==> src/sv/tsf_pkg.sv <==
// Shared constants and types for the triangular smoothing filter.
// No dependencies; compiled first.
package tsf_pkg;

  localparam int HALF_WIDTH_DEF = 100;
  localparam int SAMPLE_W       = 8;
  localparam int SAMPLE_MAX     = 255;

  // request codes
  localparam logic ACT_PUSH  = 1'b0;
  localparam logic ACT_DRAIN = 1'b1;

  // control carried from the window stage to the divide stage
  typedef struct packed {
    logic                raw;
    logic [SAMPLE_W-1:0] raw_val;
    logic                buf_end;
  } tsf_ctl_t;

  typedef struct packed {
    logic [SAMPLE_W-1:0] sample_out;
    logic                was_filtered;
    logic                buffer_end;
  } tsf_res_t;

endpackage

==> src/sv/tsf_in_if.sv <==
// Request channel of the triangular smoothing filter.
// Depends on nothing; valid/ready handshake with sample payload.
interface tsf_in_if;
  logic       valid;
  logic       ready;
  logic       action;
  logic [7:0] sample_in;
  logic       last_sample;

  modport source (output valid, action, sample_in, last_sample, input ready);
  modport sink   (input valid, action, sample_in, last_sample, output ready);
endinterface

==> src/sv/tsf_out_if.sv <==
// Result channel of the triangular smoothing filter.
// Depends on nothing; valid/ready handshake with result payload.
interface tsf_out_if;
  logic       valid;
  logic       ready;
  logic [7:0] sample_out;
  logic       was_filtered;
  logic       buffer_end;

  modport source (output valid, sample_out, was_filtered, buffer_end, input ready);
  modport sink   (input valid, sample_out, was_filtered, buffer_end, output ready);
endinterface

==> src/sv/triangular_smoothing_filter.sv <==
// Triangular smoothing filter, top level: sample line, running box sums,
// request handling. Depends on tsf_pkg, tsf_in_if, tsf_out_if, tsf_div_stage.
//
//   channel  | dir | handshake   | payload
//   in_bus   | in  | valid/ready | action, sample_in[7:0], last_sample
//   out_bus  | out | valid/ready | sample_out[7:0], was_filtered, buffer_end
//
// One request per cycle unless stalled; results pass p_ctl_r, then o_res_r.
// The triangle sum is kept as a running sum of running box sums, so each push
// is two short add/subtract steps; the divide is one reciprocal multiply.
// A buffer of m < HALF_WIDTH samples is followed by alignment after its last
// sample, during which in_bus.ready is low.
// Reset is synchronous, active low; stalls on out_bus back up into in_bus.
module triangular_smoothing_filter
  import tsf_pkg::*;
#(
  parameter int HALF_WIDTH = HALF_WIDTH_DEF
) (
  input  logic  clk,
  input  logic  rst_n,
  tsf_in_if.sink    in_bus,
  tsf_out_if.source out_bus
);

  localparam int LINE_D = 2 * HALF_WIDTH - 1;
  localparam int SEEN_W = $clog2(LINE_D + 1);
  localparam int HELD_W = $clog2(HALF_WIDTH);
  localparam int S_W    = $clog2(SAMPLE_MAX * HALF_WIDTH + 1);
  localparam int T_W    = $clog2(SAMPLE_MAX * HALF_WIDTH * HALF_WIDTH + 1);

  logic [SAMPLE_W-1:0] xl_r [HALF_WIDTH];
  logic [S_W-1:0]      sl_r [HALF_WIDTH];
  logic [S_W-1:0]      s_r;
  logic [T_W-1:0]      t_r;
  logic [SEEN_W-1:0]   seen_r, seen_nxt;
  logic [HELD_W-1:0]   held_r, held_nxt;
  logic [HELD_W-1:0]   gap_r, gap_nxt;
  logic [HELD_W-1:0]   held_after;
  logic                draining_r, draining_nxt;

  logic                p_valid_r, p_valid_nxt;
  tsf_ctl_t            p_ctl_r;
  logic [T_W-1:0]      p_tsum_r;
  logic                d_ready;
  logic                p_adv;

  logic                in_fire, push_ok, drain_ok, emit_push, emit, align, shift_x;
  logic [SAMPLE_W-1:0] x_in, x_old;
  logic [S_W-1:0]      s_prev, s_old, s_nxt;
  logic [S_W:0]        s_sum;
  logic [T_W-1:0]      t_prev, t_nxt;
  logic [T_W:0]        t_sum;
  logic                have_tail;
  tsf_ctl_t            ctl_nxt;

  assign align    = gap_r != '0;
  assign p_adv    = p_valid_r && d_ready;
  assign in_bus.ready = (!p_valid_r || d_ready) && !align;
  assign in_fire  = in_bus.valid && in_bus.ready;
  assign push_ok  = in_fire && in_bus.action == ACT_PUSH && !draining_r;
  assign drain_ok = in_fire && in_bus.action == ACT_DRAIN && draining_r && held_r != '0;
  assign emit_push = push_ok && seen_r >= SEEN_W'(HALF_WIDTH - 1);
  assign emit     = emit_push || drain_ok;
  assign shift_x  = push_ok || drain_ok || align;
  assign x_in     = push_ok ? in_bus.sample_in : '0;

  // running box sum and triangle sum; history before the buffer counts as zero
  assign have_tail = seen_r >= SEEN_W'(HALF_WIDTH);
  assign x_old  = have_tail ? xl_r[HALF_WIDTH-1] : '0;
  assign s_old  = have_tail ? sl_r[HALF_WIDTH-1] : '0;
  assign s_prev = (seen_r == '0) ? '0 : s_r;
  assign t_prev = (seen_r == '0) ? '0 : t_r;
  assign s_sum  = {1'b0, s_prev} + (S_W+1)'(in_bus.sample_in) - (S_W+1)'(x_old);
  assign s_nxt  = s_sum[S_W-1:0];
  assign t_sum  = {1'b0, t_prev} + (T_W+1)'(s_nxt) - (T_W+1)'(s_old);
  assign t_nxt  = t_sum[T_W-1:0];

  assign held_after = emit_push ? held_r : held_r + HELD_W'(1);

  always_comb begin
    seen_nxt     = seen_r;
    held_nxt     = held_r;
    draining_nxt = draining_r;
    gap_nxt      = gap_r;
    if (push_ok) begin
      if (seen_r != SEEN_W'(LINE_D)) begin
        seen_nxt = seen_r + SEEN_W'(1);
      end
      held_nxt = held_after;
      if (in_bus.last_sample) begin
        draining_nxt = 1'b1;
        gap_nxt      = HELD_W'(HALF_WIDTH - 1) - held_after;
      end
    end else if (drain_ok) begin
      held_nxt = held_r - HELD_W'(1);
      if (held_r == HELD_W'(1)) begin
        draining_nxt = 1'b0;
        seen_nxt     = '0;
      end
    end else if (align) begin
      gap_nxt = gap_r - HELD_W'(1);
    end
  end

  always_comb begin
    ctl_nxt.raw     = drain_ok || in_bus.last_sample || seen_r < SEEN_W'(LINE_D);
    ctl_nxt.raw_val = xl_r[HALF_WIDTH-2];
    ctl_nxt.buf_end = drain_ok && held_r == HELD_W'(1);
    p_valid_nxt     = emit ? 1'b1 : (p_adv ? 1'b0 : p_valid_r);
  end

  always_ff @(posedge clk) begin
    if (!rst_n) begin
      seen_r     <= '0;
      held_r     <= '0;
      draining_r <= 1'b0;
      gap_r      <= '0;
      p_valid_r  <= 1'b0;
    end else begin
      seen_r     <= seen_nxt;
      held_r     <= held_nxt;
      draining_r <= draining_nxt;
      gap_r      <= gap_nxt;
      p_valid_r  <= p_valid_nxt;
    end
  end

  // sample line also steps on drain and alignment so the oldest held sample
  // always sits at tap HALF_WIDTH-2
  always_ff @(posedge clk) begin
    if (shift_x) begin
      xl_r[0] <= x_in;
      for (int j = 1; j < HALF_WIDTH; j++) begin
        xl_r[j] <= xl_r[j-1];
      end
    end
  end

  always_ff @(posedge clk) begin
    if (push_ok) begin
      s_r     <= s_nxt;
      t_r     <= t_nxt;
      sl_r[0] <= s_nxt;
      for (int j = 1; j < HALF_WIDTH; j++) begin
        sl_r[j] <= sl_r[j-1];
      end
    end
  end

  always_ff @(posedge clk) begin
    if (emit) begin
      p_ctl_r  <= ctl_nxt;
      p_tsum_r <= t_nxt;
    end
  end

  tsf_res_t o_res;

  tsf_div_stage #(
    .HALF_WIDTH (HALF_WIDTH)
  ) u_div (
    .clk         (clk),
    .rst_n       (rst_n),
    .p_valid     (p_valid_r),
    .p_ctl       (p_ctl_r),
    .p_tsum      (p_tsum_r),
    .stage_ready (d_ready),
    .o_ready     (out_bus.ready),
    .o_valid     (out_bus.valid),
    .o_res       (o_res)
  );

  assign out_bus.sample_out   = o_res.sample_out;
  assign out_bus.was_filtered = o_res.was_filtered;
  assign out_bus.buffer_end   = o_res.buffer_end;

  a_gap_drain: assert property (@(posedge clk) disable iff (!rst_n)
    gap_r != '0 |-> draining_r)
    else $error("alignment outside drain");

  a_held_max: assert property (@(posedge clk) disable iff (!rst_n)
    held_r <= HELD_W'(HALF_WIDTH - 1))
    else $error("held count overflow");

  a_no_overrun: assert property (@(posedge clk) disable iff (!rst_n)
    emit |-> !p_valid_r || p_adv)
    else $error("request overwrote a pending result");

  a_buf_close: assert property (@(posedge clk) disable iff (!rst_n)
    drain_ok && held_r == HELD_W'(1) |=> !draining_r && seen_r == '0 && held_r == '0)
    else $error("buffer not closed after final drain");

endmodule

==> src/sv/tsf_div_stage.sv <==
// Output stage: divides the triangle sum by HALF_WIDTH^2 with a reciprocal
// multiply and registers the result. Depends on tsf_pkg.
module tsf_div_stage
  import tsf_pkg::*;
#(
  parameter int HALF_WIDTH = HALF_WIDTH_DEF,
  localparam int T_W = $clog2(SAMPLE_MAX * HALF_WIDTH * HALF_WIDTH + 1)
) (
  input  logic           clk,
  input  logic           rst_n,
  input  logic           p_valid,
  input  tsf_ctl_t       p_ctl,
  input  logic [T_W-1:0] p_tsum,
  output logic           stage_ready,
  input  logic           o_ready,
  output logic           o_valid,
  output tsf_res_t       o_res
);

  localparam int          DIV    = HALF_WIDTH * HALF_WIDTH;
  localparam int          DIV_L  = $clog2(DIV);
  localparam int          SH     = T_W + DIV_L;
  localparam int          M_W    = T_W + 1;
  localparam int          PROD_W = T_W + M_W;
  localparam logic [63:0] POW    = 64'd1 << SH;
  localparam logic [63:0] RECIP  = (POW + 64'(DIV) - 64'd1) / 64'(DIV);

  logic [PROD_W-1:0]   prod;
  logic [SAMPLE_W-1:0] quot;
  logic                o_valid_r;
  tsf_res_t            o_res_r;
  tsf_res_t            o_res_nxt;

  // exact floor division for any T_W-bit dividend
  assign prod = PROD_W'(p_tsum) * PROD_W'(RECIP[M_W-1:0]);
  assign quot = prod[SH +: SAMPLE_W];

  assign stage_ready = !o_valid_r || o_ready;

  always_comb begin
    o_res_nxt.sample_out   = p_ctl.raw ? p_ctl.raw_val : quot;
    o_res_nxt.was_filtered = !p_ctl.raw;
    o_res_nxt.buffer_end   = p_ctl.buf_end;
  end

  always_ff @(posedge clk) begin
    if (!rst_n) begin
      o_valid_r <= 1'b0;
    end else if (stage_ready) begin
      o_valid_r <= p_valid;
    end
  end

  always_ff @(posedge clk) begin
    if (stage_ready && p_valid) begin
      o_res_r <= o_res_nxt;
    end
  end

  assign o_valid = o_valid_r;
  assign o_res   = o_res_r;

  a_out_hold: assert property (@(posedge clk) disable iff (!rst_n)
    o_valid_r && !o_ready |=> o_valid_r && $stable(o_res_r))
    else $error("result register changed while stalled");

  a_filt_range: assert property (@(posedge clk) disable iff (!rst_n)
    p_valid && stage_ready && !p_ctl.raw |-> prod[PROD_W-1:SH] == (PROD_W-SH)'(quot))
    else $error("filtered quotient out of sample range");

endmodule
==> src/flat_wrapper.sv <==
// flat-port wrapper written by rule: the top's interface ports become plain ports
module triangular_smoothing_filter_flat import tsf_pkg::*;
#(
  parameter int HALF_WIDTH = HALF_WIDTH_DEF
)
  (clk, rst_n, in_bus_valid, in_bus_action, in_bus_sample_in, in_bus_last_sample, in_bus_ready, out_bus_valid, out_bus_sample_out, out_bus_was_filtered, out_bus_buffer_end, out_bus_ready);
  tsf_in_if in_bus_i ();
  tsf_out_if out_bus_i ();
  input  logic clk;
  input  logic rst_n;
  input wire logic [$bits(in_bus_i.valid)-1:0] in_bus_valid;
  input wire logic [$bits(in_bus_i.action)-1:0] in_bus_action;
  input wire logic [$bits(in_bus_i.sample_in)-1:0] in_bus_sample_in;
  input wire logic [$bits(in_bus_i.last_sample)-1:0] in_bus_last_sample;
  output wire logic [$bits(in_bus_i.ready)-1:0] in_bus_ready;
  output wire logic [$bits(out_bus_i.valid)-1:0] out_bus_valid;
  output wire logic [$bits(out_bus_i.sample_out)-1:0] out_bus_sample_out;
  output wire logic [$bits(out_bus_i.was_filtered)-1:0] out_bus_was_filtered;
  output wire logic [$bits(out_bus_i.buffer_end)-1:0] out_bus_buffer_end;
  input wire logic [$bits(out_bus_i.ready)-1:0] out_bus_ready;
  assign in_bus_i.valid = in_bus_valid;
  assign in_bus_i.action = in_bus_action;
  assign in_bus_i.sample_in = in_bus_sample_in;
  assign in_bus_i.last_sample = in_bus_last_sample;
  assign in_bus_ready = in_bus_i.ready;
  assign out_bus_valid = out_bus_i.valid;
  assign out_bus_sample_out = out_bus_i.sample_out;
  assign out_bus_was_filtered = out_bus_i.was_filtered;
  assign out_bus_buffer_end = out_bus_i.buffer_end;
  assign out_bus_i.ready = out_bus_ready;
  triangular_smoothing_filter #(.HALF_WIDTH(HALF_WIDTH)) u_core (.clk(clk), .rst_n(rst_n), .in_bus(in_bus_i), .out_bus(out_bus_i));
endmodule
==> config.mk <==
export PLATFORM = sky130hd
export DESIGN_NAME = triangular_smoothing_filter_flat
export DESIGN_NICKNAME = d
export VERILOG_FILES = /design/src/sv/tsf_pkg.sv /design/src/sv/tsf_in_if.sv /design/src/sv/tsf_out_if.sv /design/src/sv/triangular_smoothing_filter.sv /design/src/sv/tsf_div_stage.sv /design/src/flat_wrapper.sv
export SDC_FILE = /design/constraint.sdc
export NUM_CORES = 2
export LEC_CHECK = 0
export ABC_AREA = 1
export ABC_CLOCK_PERIOD_IN_PS = 27400
export BUFFER_PORTS_ARGS = -buffer_cell sky130_fd_sc_hd__buf_2
export CAP_MARGIN = 20
export CORE_MARGIN = 1
export CORE_UTILIZATION = 30
export CTS_CLUSTER_SIZE = 25
export DETAILED_ROUTE_END_ITERATION = 12
export PLACE_DENSITY = 0.45
export SYNTH_ARGS = -nofsm -noshare
export SYNTH_HDL_FRONTEND = slang
export SYNTH_SLANG_ARGS = --single-unit
==> constraint.sdc <==
create_clock -name clk -period 27.4 [get_ports clk]
set_input_delay 1.37 -clock clk [delete_from_list [all_inputs] [get_ports clk]]
set_output_delay 1.37 -clock clk [all_outputs]
set_load 0.02 [all_outputs]
==> metrics.md <==
| Metric | Value |
|---|---|
| Run status | `finished clean` |
| Period utilization | `roughly 23%` |
| Measured slew at the worst slew-check pin | `1.23 ns` |
| Wire length per cell after detailed routing | `16.3 um` |
| Full die area | `284000 um^2` |
| Mapped cell area | `between 80000 and 90000 um^2` |
| Flip-flop and latch count after synthesis | `2389` |
| Later-pin clock latency in the skew report | `0.91 ns` |
| Rel. slew slack | `~18%` |
| Total of max-cap violations | `0` |
| Final number of setup-violating endpoints | `0` |
| Register share of total power | `58.7%` |
| CP Max Fanout | `4` |
| Post-synthesis async set-or-reset flop share | `0%` |
| Sequential element share of the synthesized area | `84.6%` |
| Cell type with the largest total area after synthesis | `sky130_fd_sc_hd__edfxtp_1` |
| Effective utilization at floorplan | `between 30% and 40%` |
| All-Layer GR Usage | `9.62%` |
| First-pass GRT wire length | `213 mm` |
| Vias | `34000` |
| Layout cell share with drive strength beyond 1 | `9.22%` |
| Hold buffer count at cts | `0` |
| Antenna-violating nets left | `0` |
| I/O Buffers | `25` |
| Post-layout nets | `4900` |
| Endpoint required time on the critical path | `27.98 ns` |
| Global placement routability congestion | `0.825` |
| Worst setup path category | `reg2reg` |
| Pwr dens | `95.9 nW/um^2` |
| Count of placed standard cells including taps | `7928` |
| Cells taking the most area after synthesis | `sky130_fd_sc_hd__edfxtp_1, sky130_fd_sc_hd__fa_1, sky130_fd_sc_hd__ha_1` |
| Final Hold Viols | `0` |
| Fin Setup TNS | `0 ns` |
| Syn Area/Cell | `20.3 um^2` |
| Number of antenna violations at the first check in global routing | `11` |
| Clock slew at the register clock pins of the worst setup and hold paths | `0.07 ns` |
| Top-area cell type share of the netlist area | `84.0%` |
| Clk network pwr share | `34.1%` |
| Overflow left after global routing | `0` |
| Signed area change from the synthesized netlist to the final layout | `15.1%` |
| Via count of the first global-routing pass | `35000` |
| Post-CTS Setup Bufs | `0` |
| CTS Root Buffer Type | `sky130_fd_sc_hd__clkbuf_16` |
| Comb power frac | `7.2%` |
| Count of cells resized by post-cts repair | `0` |
| Site row count | `a little under 200` |
| Time the worst path needs with I/O delays and setup | `between 6 and 7 ns` |
| Count of clock tree sinks | `2389` |
| Most instantiated library cell after synthesis | `sky130_fd_sc_hd__edfxtp_1` |
| Cell count after synthesis | `~4200` |
| Dominant register cell in the synthesized netlist | `sky130_fd_sc_hd__edfxtp_1` |
| Cell-by-cell listing of the critical path | `ha_1 > inv_1 > fa_1 > inv_1 > fa_1 > inv_1 > fa_1 > fa_1 > inv_1 > ha_1 > ha_1 > ha_1 > nand2_1 > nor2_1 > nand2_1 > nor4_1 > nand3_1 > nand3_1 > nor2_1 > nor2_1 > nor2_1` |
| Die width | `533 um` |
| Psw | `between 2000 and 2500 uW` |
| Critical path buffer and inverter count | `4` |
| Number of CTS-inserted buffers | `245` |
| Number of slew-limit violations in the final report | `0` |
| Core area | `around 280000 um^2` |
| Data arrival time of the worst path | `just under 7 ns` |
| Critical path endpoint category | `flop` |
| Number of synthesized flops with an enable pin | `2364` |
| DP HPWL | `80.3 mm` |
| Total leakage power | `approximately 0.032 uW` |
| Count of unresolved DRC violations after routing | `0` |
| CP peak stage delay | `around 0.60 ns` |
| Hold Path Class | `reg2reg` |
| Top cells by instance count after synthesis | `sky130_fd_sc_hd__edfxtp_1, sky130_fd_sc_hd__inv_1, sky130_fd_sc_hd__nand2_1, sky130_fd_sc_hd__ha_1, sky130_fd_sc_hd__fa_1` |
| Detailed Route WL | `between 100 and 150 mm` |
| Syn nets | `between 4000 and 5000` |
| Buffer depth of the longest clock path | `4` |
| Crit-path slowest cell | `sky130_fd_sc_hd__fa_1` |
| Internal Dissipation | `7190 uW` |
| Worst-case vdd ir drop | `0.0970 mV` |
| Switching Fraction | `22.9%` |
| Post-route total power | `~9300 uW` |
| Die span in y | `533 um` |
| Largest net degree at the start of global routing | `267` |
| Worst Clk Skew | `between 0.09 and 0.1 ns` |
| Post-synthesis cell type count | `48` |
| DR pass1 iterations | `7` |
| Crit path max-delay family | `adder cells` |
| H-tree Lvls | `4` |
| Vias per std cell | `around 4` |
| Yosys warns | `0` |
| Unrepaired setup endpoints after global routing | `no` |
| Fin cells | `8369` |
| TritonCTS clock tree | `done` |
| Count of routing violations after the opening detailed-route iteration | `3064` |
| I/O pin count | `26` |
| CP startpoint kind | `flop` |
| Max Clk Rate | `161 MHz` |
through the flow:
step / utilization (%) / instance area [um^2] / setup WS (ns) / hold slack (ns)
detailed placement: 32.0 / 89500 / 20.56 / 0.405
floorplan: - / 84500 / 6.89 / 0.400
finish: 34.8 / 97200 / 21.18 / 0.383
global route: 34.8 / 97200 / 20.64 / 0.390
CTS: 34.7 / 97200 / 21.11 / 0.380
global placement: 32.0 / 89500 / 20.78 / 0.400
cells in the final DEF, fill, tap and decap left out, types with 11 or more instances in the layout:
cell type                   count
sky130_fd_sc_hd__a31oi_1       11
sky130_fd_sc_hd__nand3_1       62
sky130_fd_sc_hd__nand2_1      277
sky130_fd_sc_hd__buf_4         13
sky130_fd_sc_hd__ha_1         235
sky130_fd_sc_hd__bufinv_16     22
sky130_fd_sc_hd__nor3_1        26
sky130_fd_sc_hd__o21ai_0       53
sky130_fd_sc_hd__edfxtp_1    2364
sky130_fd_sc_hd__xnor2_1       18
sky130_fd_sc_hd__clkbuf_1      46
sky130_fd_sc_hd__buf_2         25
sky130_fd_sc_hd__fa_1         197
sky130_fd_sc_hd__dfxtp_1       25
sky130_fd_sc_hd__clkinv_2      39
sky130_fd_sc_hd__a21oi_1       93
sky130_fd_sc_hd__a21o_1        13
sky130_fd_sc_hd__xor2_1        41
sky130_fd_sc_hd__nor2_1       123
sky130_fd_sc_hd__inv_1        518
sky130_fd_sc_hd__clkbuf_16    247
sky130_fd_sc_hd__clkinv_1      60
power by group through the flow:
stage	clock, uW	combinational (uW)	sequential [uW]
floorplan	0	468	6140
global placement	0	671	5550
detailed placement	0	691	5530
CTS	3320	687	5490
global route	3450	759	5560
finish	3180	671	5470
area by class of cell:
cell class,count,area (um^2)
fill,26200,182000
sequential,2389,71500
multi-input combinational,1239,11000
clock buffer,293,6350
tap,3724,4660
inverter,530,2020
clock inverter,142,1300
timing repair buffer,49,464
antenna,3,7.51
layer usage:
| metal | vias to the layer above | share of wire [%] | global-route usage, % |
|---|---|---|---|
| met2 | 512 | 43 | 13.6 |
| met3 | 277 | 4.1 | 2.00 |
| met1 | 17400 | 51 | 14.6 |
| li1 | 15800 | - | - |
| met5 | - | 0.0095 | 0 |
| met4 | 2 | 2.8 | 3.19 |
flip-flops by register name, indices dropped and copies added, names as in the netlist:
name	count
u_core.p_ctl_r	10
u_core.held_r	7
u_core.p_valid_r	1
u_core.xl_r	800
u_core.t_r	22
u_core.seen_r	8
u_core.p_tsum_r	22
u_core.s_r	14
u_core.gap_r	7
u_core.u_div.o_res	10
u_core.u_div.o_valid	1
u_core.draining_r	1
u_core.sl_r	1486
kinds of logic (layout without fill, tap and decap cells):
family	after synthesis	in the layout	synth area share, %
compound gates	206	206	1.38
simple gates	542	542	2.81
xor+xnor	59	59	0.612
buf+inv	543	1014	2.44
flops	2389	2389	84.6
other cells	0	3	0
fa+ha+maj	432	432	8.15
final timing paths:
kind | start | to | slack [ns] | cells past startpoint
setup / recovery | u_core.p_tsum_r[12] | u_core.u_div.o_res[4] | 21.18 | 21
hold / removal | u_core.sl_r[1][173] | u_core.sl_r[1][188] | 0.38 | 0
setup reg to reg | u_core.p_tsum_r[12] | u_core.u_div.o_res[4] | 21.18 | 21
hold reg to reg | u_core.sl_r[1][173] | u_core.sl_r[1][188] | 0.38 | 0
Note: power is estimated with default switching activity, not from simulation.
